==> config.mk <==
export PLATFORM = sky130hd
export DESIGN_NAME = integer_to_ascii_formatter_core
export DESIGN_NICKNAME = d
export VERILOG_FILES = /design/src/i2a_pkg.sv /design/src/i2a_bcd.sv /design/src/integer_to_ascii_formatter_core.sv
export SDC_FILE = /design/constraint.sdc
export NUM_CORES = 1
export LEC_CHECK = 0
export BUFFER_PORTS_ARGS = -buffer_cell sky130_fd_sc_hd__clkbuf_2
export CAP_MARGIN = 20
export CORE_MARGIN = 2
export CORE_UTILIZATION = 42
export DETAILED_ROUTE_END_ITERATION = 8
export PLACE_DENSITY = 0.66
export SLEW_MARGIN = 20
export SYNTH_ARGS = -nofsm -noshare
export SYNTH_HDL_FRONTEND = slang
export SYNTH_SLANG_ARGS = --single-unit
==> constraint.sdc <==
create_clock -name clk -period 15.05 [get_ports clk]
set_clock_uncertainty 0.05 [all_clocks]
set_input_delay 3.01 -clock clk [delete_from_list [all_inputs] [get_ports clk]]
set_output_delay 3.01 -clock clk [all_outputs]
set_load 0.01 [all_outputs]
==> src/i2a_pkg.sv <==
// ----------------------------------------------------------------------------
// i2a_pkg: shared types and constants of the integer to ASCII formatter
// Format codes, item types, sequencer states and the character lookup.
// ----------------------------------------------------------------------------
package i2a_pkg;

  localparam int VALUE_BITS_DEF = 64;
  localparam int DEC_BITS_DEF   = 32;

  localparam int FUNC_W       = 3;
  localparam int WORD_W       = 64;
  localparam int CHAR_W       = 8;
  localparam int NIBBLE_W     = 4;
  localparam int DIGIT_SLOTS  = WORD_W / NIBBLE_W;
  localparam int SLOT_CNT_W   = 5;
  localparam int BCD_DIGITS   = 10;
  localparam int BCD_BITS     = BCD_DIGITS * NIBBLE_W;

  localparam logic [FUNC_W-1:0] FUNC_HEX_LOWER = 3'd0;
  localparam logic [FUNC_W-1:0] FUNC_HEX_UPPER = 3'd1;
  localparam logic [FUNC_W-1:0] FUNC_DEC_SIGNED = 3'd2;
  localparam logic [FUNC_W-1:0] FUNC_DEC_UNSIGNED = 3'd3;
  localparam logic [FUNC_W-1:0] FUNC_POINTER = 3'd4;

  localparam logic [CHAR_W-1:0] CHAR_ZERO    = 8'h30;
  localparam logic [CHAR_W-1:0] CHAR_MINUS   = 8'h2d;
  localparam logic [CHAR_W-1:0] CHAR_X       = 8'h78;
  localparam logic [CHAR_W-1:0] CHAR_UPPER_A = 8'h41;
  localparam logic [CHAR_W-1:0] CHAR_LOWER_A = 8'h61;

  typedef struct packed {
    logic [FUNC_W-1:0] func;
    logic [WORD_W-1:0] value;
  } i2a_in_t;

  typedef struct packed {
    logic [CHAR_W-1:0] char_out;
    logic              last;
  } i2a_out_t;

  typedef enum logic [2:0] {
    S_IDLE,
    S_DABBLE,
    S_SKIP,
    S_PREFIX0,
    S_PREFIX1,
    S_DIGITS
  } i2a_state_t;

  function automatic logic [CHAR_W-1:0] digit_char(input logic [NIBBLE_W-1:0] nib,
                                                   input logic upper);
    logic [CHAR_W-1:0] wide;
    wide = {{(CHAR_W-NIBBLE_W){1'b0}}, nib};
    if (nib < 4'd10) begin
      digit_char = CHAR_ZERO + wide;
    end else if (upper) begin
      digit_char = CHAR_UPPER_A + wide - 8'd10;
    end else begin
      digit_char = CHAR_LOWER_A + wide - 8'd10;
    end
  endfunction

endpackage

==> src/i2a_bcd.sv <==
// ----------------------------------------------------------------------------
// i2a_bcd: binary to BCD converter
// Shift-and-add-three conversion, one input bit per clock cycle.
// ----------------------------------------------------------------------------
module i2a_bcd #(
  parameter int DEC_BITS = i2a_pkg::DEC_BITS_DEF
) (
  input  logic                         clk,
  input  logic                         rst,
  input  logic                         start,
  input  logic [DEC_BITS-1:0]          bin,
  output logic                         done,
  output logic [i2a_pkg::BCD_BITS-1:0] bcd
);
  import i2a_pkg::*;

  localparam int CNT_W = $clog2(DEC_BITS + 1);

  logic [DEC_BITS-1:0] sreg;
  logic [CNT_W-1:0]    cnt;
  logic                running;
  logic [BCD_BITS-1:0] adj;

  always_comb begin
    for (int i = 0; i < BCD_DIGITS; i++) begin
      if (bcd[i*NIBBLE_W +: NIBBLE_W] >= 4'd5) begin
        adj[i*NIBBLE_W +: NIBBLE_W] = bcd[i*NIBBLE_W +: NIBBLE_W] + 4'd3;
      end else begin
        adj[i*NIBBLE_W +: NIBBLE_W] = bcd[i*NIBBLE_W +: NIBBLE_W];
      end
    end
  end

  always_ff @(posedge clk) begin
    if (rst) begin
      running <= 1'b0;
      done    <= 1'b0;
      cnt     <= '0;
    end else begin
      done <= running && (cnt == CNT_W'(1));
      if (start) begin
        running <= 1'b1;
        cnt     <= CNT_W'(DEC_BITS);
      end else if (running) begin
        cnt <= cnt - 1'b1;
        if (cnt == CNT_W'(1)) begin
          running <= 1'b0;
        end
      end
    end
  end

  always_ff @(posedge clk) begin
    if (start) begin
      sreg <= bin;
      bcd  <= '0;
    end else if (running) begin
      bcd  <= {adj[BCD_BITS-2:0], sreg[DEC_BITS-1]};
      sreg <= {sreg[DEC_BITS-2:0], 1'b0};
    end
  end

endmodule

==> src/integer_to_ascii_formatter_core.sv <==
// ----------------------------------------------------------------------------
// integer_to_ascii_formatter_core: number to ASCII character formatter
// Prints one number in hex, decimal or pointer form, one character per strobe.
// ----------------------------------------------------------------------------
//  channel  | ports                        | handshake
//  ---------+------------------------------+-------------------------------
//  input    | request (func, value)        | start high while busy is low
//  output   | result (char_out, last)      | strobe high once per character
//
// A hex item first discards leading zero digits, keeping at least one, then
// emits the "0x" prefix for a pointer and one character per digit. A decimal
// item first passes through the shift-and-add-three converter, then discards
// leading zero digits, emits a minus sign when negative and one character per
// digit. A new item can be taken in the cycle after the last character.
// Synchronous reset returns the sequencer to idle. Results cannot be stalled.
module integer_to_ascii_formatter_core #(
  parameter int VALUE_BITS = i2a_pkg::VALUE_BITS_DEF,
  parameter int DEC_BITS   = i2a_pkg::DEC_BITS_DEF
) (
  input  logic              clk,
  input  logic              rst,
  input  logic              start,
  output logic              busy,
  input  i2a_pkg::i2a_in_t  request,
  output logic              strobe,
  output i2a_pkg::i2a_out_t result
);
  import i2a_pkg::*;

  localparam logic [WORD_W-1:0] VMASK = {WORD_W{1'b1}} >> (WORD_W - VALUE_BITS);

  i2a_state_t            state, state_next;
  logic [WORD_W-1:0]     digits;
  logic [SLOT_CNT_W-1:0] cnt;
  logic                  upper;
  logic                  ptr;
  logic                  neg;

  logic                  accept;
  logic                  is_hex;
  logic                  is_dec;
  logic [DEC_BITS-1:0]   dec_raw;
  logic                  dec_neg;
  logic [DEC_BITS-1:0]   dec_mag;
  logic                  bcd_done;
  logic [BCD_BITS-1:0]   bcd;
  logic                  top_zero;

  assign accept  = start && (state == S_IDLE);
  assign is_hex  = (request.func == FUNC_HEX_LOWER) || (request.func == FUNC_HEX_UPPER) ||
                   (request.func == FUNC_POINTER);
  assign is_dec  = (request.func == FUNC_DEC_SIGNED) ||
                   (request.func == FUNC_DEC_UNSIGNED);
  assign dec_raw = request.value[DEC_BITS-1:0];
  assign dec_neg = (request.func == FUNC_DEC_SIGNED) && dec_raw[DEC_BITS-1];
  assign dec_mag = dec_neg ? (~dec_raw + 1'b1) : dec_raw;
  assign top_zero = (digits[WORD_W-1 -: NIBBLE_W] == '0);

  i2a_bcd #(
    .DEC_BITS(DEC_BITS)
  ) u_bcd (
    .clk  (clk),
    .rst  (rst),
    .start(accept && is_dec),
    .bin  (dec_mag),
    .done (bcd_done),
    .bcd  (bcd)
  );

  always_comb begin
    state_next = state;
    unique case (state)
      S_IDLE: begin
        if (accept && is_hex) begin
          state_next = S_SKIP;
        end else if (accept && is_dec) begin
          state_next = S_DABBLE;
        end
      end
      S_DABBLE: begin
        if (bcd_done) begin
          state_next = S_SKIP;
        end
      end
      S_SKIP: begin
        if (!(top_zero && (cnt > SLOT_CNT_W'(1)))) begin
          state_next = (ptr || neg) ? S_PREFIX0 : S_DIGITS;
        end
      end
      S_PREFIX0: begin
        state_next = ptr ? S_PREFIX1 : S_DIGITS;
      end
      S_PREFIX1: begin
        state_next = S_DIGITS;
      end
      S_DIGITS: begin
        if (cnt == SLOT_CNT_W'(1)) begin
          state_next = S_IDLE;
        end
      end
      default: begin
        state_next = S_IDLE;
      end
    endcase
  end

  always_comb begin
    busy            = (state != S_IDLE);
    strobe          = 1'b0;
    result.char_out = digit_char(digits[WORD_W-1 -: NIBBLE_W], upper);
    result.last     = 1'b0;
    unique case (state)
      S_IDLE, S_DABBLE, S_SKIP: begin
        strobe = 1'b0;
      end
      S_PREFIX0: begin
        strobe          = 1'b1;
        result.char_out = neg ? CHAR_MINUS : CHAR_ZERO;
      end
      S_PREFIX1: begin
        strobe          = 1'b1;
        result.char_out = CHAR_X;
      end
      S_DIGITS: begin
        strobe      = 1'b1;
        result.last = (cnt == SLOT_CNT_W'(1));
      end
      default: begin
        strobe = 1'b0;
      end
    endcase
  end

  always_ff @(posedge clk) begin
    if (rst) begin
      state <= S_IDLE;
    end else begin
      state <= state_next;
    end
  end

  always_ff @(posedge clk) begin
    unique case (state)
      S_IDLE: begin
        if (accept) begin
          upper  <= (request.func == FUNC_HEX_UPPER);
          ptr    <= (request.func == FUNC_POINTER);
          neg    <= dec_neg;
          cnt    <= SLOT_CNT_W'(DIGIT_SLOTS);
          digits <= request.value & VMASK;
        end
      end
      S_DABBLE: begin
        if (bcd_done) begin
          digits <= {{(WORD_W-BCD_BITS){1'b0}}, bcd};
        end
      end
      S_SKIP: begin
        if (top_zero && (cnt > SLOT_CNT_W'(1))) begin
          digits <= {digits[WORD_W-NIBBLE_W-1:0], {NIBBLE_W{1'b0}}};
          cnt    <= cnt - 1'b1;
        end
      end
      S_PREFIX0, S_PREFIX1: begin
        cnt <= cnt;
      end
      S_DIGITS: begin
        digits <= {digits[WORD_W-NIBBLE_W-1:0], {NIBBLE_W{1'b0}}};
        cnt    <= cnt - 1'b1;
      end
      default: begin
        cnt <= cnt;
      end
    endcase
  end

endmodule

==> impl_metrics.toml, run 1 <==
[route]
drt_pass1_iterations = 4
detail_route.vias_per_cell = 5.74
remaining_number_of_nets_flagged_by_the_antenna_check_after_routing = 0
overall_via_count_from_detail_route = 7534
wl_mm = 22.2
detailedRoute.firstIterationViolations = 605
drc_errors = 0
detail_routed_net_length_per_standard_cell_microns = 16.9

[cts]
worst_setup_hold_path_clk_slew_ps = 70
numClockSinks = 155
post_cts_resize_count = 0
cts-htree-levels = 4
cts-root-to-sink-buffers = 2
post-cts-setup-buffer-count = 0
clk_latency_ps = 430
tritoncts_clock_tree = "built"
cts_hold_buffers = 0
cts_bufs_inserted = 17
ctsRootBufferMaster = "sky130_fd_sc_hd__clkbuf_16"

[floorplan]
die_height_microns = 153
count_of_boundary_i_o_pins = 81
floorplan.initialDensity_pct = 42.7
num_rows = 54
coreArea_sq_um = 21800
die_area_sq_um = 23400
die_x_microns = 153

[global_route]
via_count_of_the_first_global_routing_pass = 7086
total_overflow_reported_by_the_global_router = 0
grt_start_max_net_pins = 112
grt_first_pass_wirelength_mm = 36.2
antenna_violations_before_repair = 0
aggregate_global_route_resource_usage_pct = 19.0

[flow_run]
max_cap_violations = 0

[synthesis]
yosysTopAreaCellShare_pct = 33.5
syn-cell-area_sq_um = 9330
ys_seq_elements = 155
synthFlopType = "sky130_fd_sc_hd__edfxtp_1"
synth.top_cells.by_area = "sky130_fd_sc_hd__edfxtp_1 33%, sky130_fd_sc_hd__dfxtp_1 11%, sky130_fd_sc_hd__o21ai_0 7.0%"
yosysMostFrequentCell = "sky130_fd_sc_hd__o21ai_0"
async_reset_ff_share_pct = 0
synth-edff-count = 104
postSynthCellCount = 988
synth_nets = 1085
synth_top_area_cell = "sky130_fd_sc_hd__edfxtp_1"
synth_sequential_area_ratio_pct = 44.4
synthTopCellsByCount = "130 x sky130_fd_sc_hd__o21ai_0, 105 x sky130_fd_sc_hd__nand2_1, 104 x sky130_fd_sc_hd__edfxtp_1"
yosysWarnings = 0
synth.avg_cell_area_sq_um = 9.44
synth.distinct_cells = 62

[setup_path]
critPathMaxStageDelay_ps = 840
critPathCaptureType = "primary output"
timing.critical_path.cells = "buf_4, nand2b_1, o21ai_1, or3_1, clkbuf_2"
critPathArrivalTime_ps = 2690
worst-path-max-fanout = 47
cp_slowest_cell = "sky130_fd_sc_hd__dfxtp_2"
critPathLaunchType = "flip-flop"
critPathRequiredTime_ps = 11990
timing.setup.critical_path_class = "flip-flop to primary output"

[timing]
timing_hold_violations_final = 0
relative_slew_slack_pct = 36.9
finalWorstSetupSlack_ps = 9300
minimum_clock_period_ps = 5750
setup_total_negative_slack_ps = 0
max_freq_ghz = 0.174
setup_viol_count_final = 0
min_period_over_period_pct = 38.2
slew_viol_final = 0
grt_setup_unrepaired = "no"
worst_pin_slew_ps = 946

[pwr]
power_density_nw_per_um2 = 148
static-leakage-power_nw = 3.82
vdd_drop_max_mv = 0.0627

[layout]
final_nets = 1117
share_of_layout_cells_above_drive_strength_1_pct = 14.4
final.fill_count = 2031
diode_count = 0
signed_area_change_from_the_synthesized_netlist_to_the_final_layout_pct = 12.2

[outcome]
result_of_the_run = "finished clean"

[hold_path]
worstHoldPathType = "flip-flop to flip-flop"

[place]
place_ws_ps = 9610
place.port_buffers = 79
dp.final_hpwl_mm = 14.6
final_estimated_routing_congestion_in_global_placement = 0.779
## worst paths after layout
kind	startpoint	end	slack (ps)	depth (start not counted)
worst min-delay path	u_bcd.bcd[39]$_SDFFE_PN0P_	u_bcd.bcd[39]$_SDFFE_PN0P_	440	2
worst max-delay path	state[1]$_SDFFE_PP0P_	result[6]	9300	5
worst min register to register	u_bcd.bcd[39]$_SDFFE_PN0P_	u_bcd.bcd[39]$_SDFFE_PN0P_	440	2
worst max register to register	state[1]$_SDFFE_PP0P_	digits[14]$_DFFE_PP_	11500	6
## placed cells by master, fill, tap and decap left out, types with 4 or more instances in the layout
| cell type | netlist | routed |
|---|---|---|
| sky130_fd_sc_hd__a211oi_1 | 9 | 9 |
| sky130_fd_sc_hd__a21oi_1 | 40 | 40 |
| sky130_fd_sc_hd__a22o_1 | 63 | 63 |
| sky130_fd_sc_hd__a22oi_1 | 36 | 36 |
| sky130_fd_sc_hd__a31oi_1 | 4 | 4 |
| sky130_fd_sc_hd__buf_4 | 1 | 11 |
| sky130_fd_sc_hd__clkbuf_16 | 0 | 17 |
| sky130_fd_sc_hd__clkbuf_2 | 2 | 79 |
| sky130_fd_sc_hd__dfxtp_1 | 51 | 47 |
| sky130_fd_sc_hd__edfxtp_1 | 104 | 104 |
| sky130_fd_sc_hd__ha_1 | 27 | 27 |
| sky130_fd_sc_hd__inv_1 | 34 | 34 |
| sky130_fd_sc_hd__inv_6 | 0 | 5 |
| sky130_fd_sc_hd__inv_8 | 0 | 7 |
| sky130_fd_sc_hd__mux2i_1 | 47 | 47 |
| sky130_fd_sc_hd__nand2_1 | 105 | 105 |
| sky130_fd_sc_hd__nand2b_1 | 15 | 15 |
| sky130_fd_sc_hd__nand3_1 | 14 | 13 |
| sky130_fd_sc_hd__nor2_1 | 60 | 58 |
| sky130_fd_sc_hd__nor2b_1 | 5 | 5 |
| sky130_fd_sc_hd__nor3_1 | 12 | 12 |
| sky130_fd_sc_hd__nor3b_1 | 11 | 11 |
| sky130_fd_sc_hd__o211ai_1 | 21 | 21 |
| sky130_fd_sc_hd__o21ai_0 | 130 | 129 |
| sky130_fd_sc_hd__o21ai_1 | 13 | 12 |
| sky130_fd_sc_hd__o31ai_1 | 8 | 8 |
| sky130_fd_sc_hd__o41ai_2 | 4 | 4 |
| sky130_fd_sc_hd__or3_1 | 5 | 5 |
| sky130_fd_sc_hd__xnor2_1 | 24 | 24 |
| sky130_fd_sc_hd__xor2_1 | 24 | 24 |
## power by group
group	leakage, nW	internal, mW	switching [mW]
logic	2.11	0.196	0.248
clock network	0.289	0.238	0.205
registers	1.42	0.572	0.0862
total	3.82	1.01	0.539
## worst max-delay path, delay by kind of cell (launching register included)
kind / cells / cell delay (ps)
buffers and inverters: 2 / 640
AND/OR/NAND/NOR: 2 / 600
flip-flops: 1 / 840
AO/OA/AOI/OAI: 1 / 140
## logic make-up after synthesis
logic type	after synthesis	synth area share, %
simple gates	248	12.7
flops	155	44.4
compound gates	349	24.6
fa+ha+maj	27	3.62
mux	47	5.04
xor+xnor	48	4.51
other cells	1	0.0402
buf+inv	113	5.07
## per-stage QoR
stage          area [sq um]  std cells  power [mW]  util [%]  hold slack [ps]
5_1_grt               10500       1313        1.64      47.9              456
3_3_place_gp           9850       1280        1.10      45.1              420
6_report              10500       1313        1.55      47.9              435
4_1_cts               10400       1312        1.55      47.9              434
3_5_place_dp           9850       1280        1.11      45.1              422
2_1_floorplan          9330        988       0.991         -              394
## layer usage
| metal | routed length [microns] | vias to the layer above | share of wire (%) | global-route usage [%] |
|---|---|---|---|---|
| met2 | 10100 | 182 | 45 | 29.4 |
| li1 | - | 3716 | - | - |
| met5 | 0 | - | 0 | 0 |
| met3 | 1170 | 14 | 5.3 | 4.42 |
| met1 | 10800 | 3622 | 49 | 27.0 |
| met4 | 178 | 0 | 0.80 | 4.67 |
## cell type report
type	count	area, sq um	share of cell area (%)
sequential	155	4150	39.7
clock buffer	17	425	4.07
multi-input combinational	720	4740	45.3
inverter	35	131	1.26
clock inverter	15	168	1.60
timing repair buffer	91	493	4.71
tap	280	350	3.35
## sequential cells by signal, summed over array words and instances (netlist names)
| name | count |
|---|---|
| state | 3 |
| u_bcd.done | 1 |
| upper | 1 |
| u_bcd.bcd | 40 |
| neg | 1 |
| digits | 64 |
| cnt | 5 |
| u_bcd.running | 1 |
| u_bcd.cnt | 6 |
| u_bcd.sreg | 32 |
| ptr | 1 |
No activity file was read; power rests on OpenSTA's default activity.
==> run 2, diff against run 1 <==
--- a/config.mk
+++ b/config.mk
@@ -10,7 +10,7 @@
 export CORE_MARGIN = 2
 export CORE_UTILIZATION = 42
 export DETAILED_ROUTE_END_ITERATION = 8
-export PLACE_DENSITY = 0.66
+export PLACE_DENSITY = 0.68
 export SLEW_MARGIN = 20
 export SYNTH_ARGS = -nofsm -noshare
 export SYNTH_HDL_FRONTEND = slang
==> constraint.sdc (replaced) <==
create_clock -name clk -period 4.7 [get_ports clk]
set_clock_uncertainty 0.05 [all_clocks]
set_input_delay 0.94 -clock clk [delete_from_list [all_inputs] [get_ports clk]]
set_output_delay 0.94 -clock clk [all_outputs]
set_load 0.01 [all_outputs]
==> run 2 against run 1 <==
  * Combinational power grew to 3.2 times the previous value
  * Final area is 0.17% higher
  * Highest routed layer unchanged
  * Sequential cell count stayed put
  * Critical path type unchanged
  * Via count is 1.0% lower
==> impl_metrics.toml, run 2 (synthesis results as in run 1) <==
[timing]
min_period_over_period_pct = 71.8
max_freq_ghz = 0.296
final.hold.worst_slack_ps = 428
minimum_clock_period_ps = 3380
setup_total_negative_slack_ps = 0
worst_pin_slew_ps = 1090
relative_slew_slack_pct = 27.1
finalWorstSetupSlack_ps = 1320
grt_setup_unrepaired = "no"
slew_viol_final = 0
setup_viol_count_final = 0
timing_hold_violations_final = 0

[layout]
diode_count = 0
layout.cells.most_common_list = "129 x sky130_fd_sc_hd__o21ai_0, 105 x sky130_fd_sc_hd__nand2_1, 104 x sky130_fd_sc_hd__edfxtp_1"
signed_area_change_from_the_synthesized_netlist_to_the_final_layout_pct = 12.3
registers.top_by_ff_count = "digits"
largest_reg_flops = 64
largestRegisters = "digits (64), u_bcd.bcd (40), u_bcd.sreg (32)"
final_nets = 1115
share_of_layout_cells_above_drive_strength_1_pct = 14.2
mostFrequentLayoutCell = "sky130_fd_sc_hd__o21ai_0"
final.fill_count = 1991
layout.cell_area.non_filler_sq_um = 10500

[setup_path]
timing.setup.critical_path_class = "flip-flop to primary output"
critPathLaunchType = "flip-flop"
cp_slowest_cell = "sky130_fd_sc_hd__buf_4"
critPathRequiredTime_ps = 3710
worst-path-max-fanout = 83
timing.critical_path.cells = "buf_4, nand2_1, nand3_1, o211ai_1, clkbuf_2"
critPathCaptureType = "primary output"
critPathArrivalTime_ps = 2390
critPathMaxStageDelay_ps = 620

[cts]
worst_setup_hold_path_clk_slew_ps = 60
ctsRootBufferMaster = "sky130_fd_sc_hd__clkbuf_16"
post-cts-setup-buffer-count = 0
numClockSinks = 155
post_cts_resize_count = 0
cts-root-to-sink-buffers = 2
clk_latency_ps = 430
cts_hold_buffers = 0
cts_bufs_inserted = 17
tritoncts_clock_tree = "built"
cts-htree-levels = 4

[global_route]
aggregate_global_route_resource_usage_pct = 18.5
grt_start_max_net_pins = 130
antenna_violations_before_repair = 0
grt_first_pass_wirelength_mm = 35.4
total_overflow_reported_by_the_global_router = 0
via_count_of_the_first_global_routing_pass = 6744

[flow_run]
max_cap_violations = 0

[floorplan]
die_height_microns = 153
count_of_boundary_i_o_pins = 81
die_x_microns = 153
coreArea_sq_um = 21800
num_rows = 54
die_area_sq_um = 23400
floorplan.initialDensity_pct = 42.7

[place]
post_dp_cell_area_sq_um = 9860
place.port_buffers = 79
place_ws_ps = 1380
dp.final_hpwl_mm = 14.3
final_estimated_routing_congestion_in_global_placement = 0.773

[route]
detail_route.vias_per_cell = 5.69
overall_via_count_from_detail_route = 7456
detailedRoute.firstIterationViolations = 599
remaining_number_of_nets_flagged_by_the_antenna_check_after_routing = 0
detail_routed_net_length_per_standard_cell_microns = 16.5
drc_errors = 0
wl_mm = 21.6
drt_pass1_iterations = 5

[pwr]
static-leakage-power_nw = 3.83
total_power_mw = 4.94
vdd_drop_max_mv = 0.237
power_density_nw_per_um2 = 471

[hold_path]
worstHoldPathType = "flip-flop to flip-flop"

[outcome]
result_of_the_run = "finished clean"
run 2: worst max-delay path, delay by kind of cell (launching register included):
kind / cells / cell delay (ps)
DFF: 1 / 410
AOI/OAI and AO/OA: 1 / 110
and+or+nand+nor: 2 / 660
buffers and inverters: 2 / 760
run 2: layer usage:
| metal | vias to the layer above | track usage [%] | share of wire (%) |
|---|---|---|---|
| li1 | 3709 | - | - |
| met1 | 3526 | 27.7 | 49 |
| met2 | 205 | 27.2 | 43 |
| met3 | 16 | 3.94 | 5.9 |
| met4 | 0 | 4.98 | 1.3 |
| met5 | - | 0 | 0 |
run 2: worst paths after layout:
kind	to	slack (ps)	start	cells past startpoint
setup / recovery	result[4]	1320	state[1]$_SDFFE_PP0P_	5
setup reg to reg	digits[11]$_DFFE_PP_	1670	cnt[0]$_SDFFCE_PP0P_	6
hold reg to reg	u_bcd.bcd[39]$_SDFFE_PN0P_	430	u_bcd.bcd[39]$_SDFFE_PN0P_	2
hold / removal	u_bcd.bcd[39]$_SDFFE_PN0P_	430	u_bcd.bcd[39]$_SDFFE_PN0P_	2
run 2: power breakdown:
part | internal, mW | leakage (nW) | total [mW] | switching [mW]
logic | 0.627 | 2.11 | 1.44 | 0.812
registers | 1.83 | 1.42 | 2.09 | 0.257
clock network | 0.850 | 0.310 | 1.41 | 0.561
run 2: area by class of cell:
cell class | instances | area, sq um | area share [%]
multi-input combinational | 720 | 4740 | 45.3
inverter | 35 | 131 | 1.25
clock inverter | 7 | 42.5 | 0.406
timing repair buffer | 89 | 487 | 4.65
tap | 280 | 350 | 3.34
sequential | 155 | 4150 | 39.6
clock buffer | 25 | 572 | 5.46
run 2: per-stage QoR:
| step | cells | utilization, % |
|---|---|---|
| final | 1311 | 48.0 |
| after global routing | 1311 | 48.0 |
| after CTS | 1311 | 48.0 |
| after detailed placement | 1279 | 45.2 |
| after global placement | 1279 | 45.2 |
| after floorplan | 988 | - |
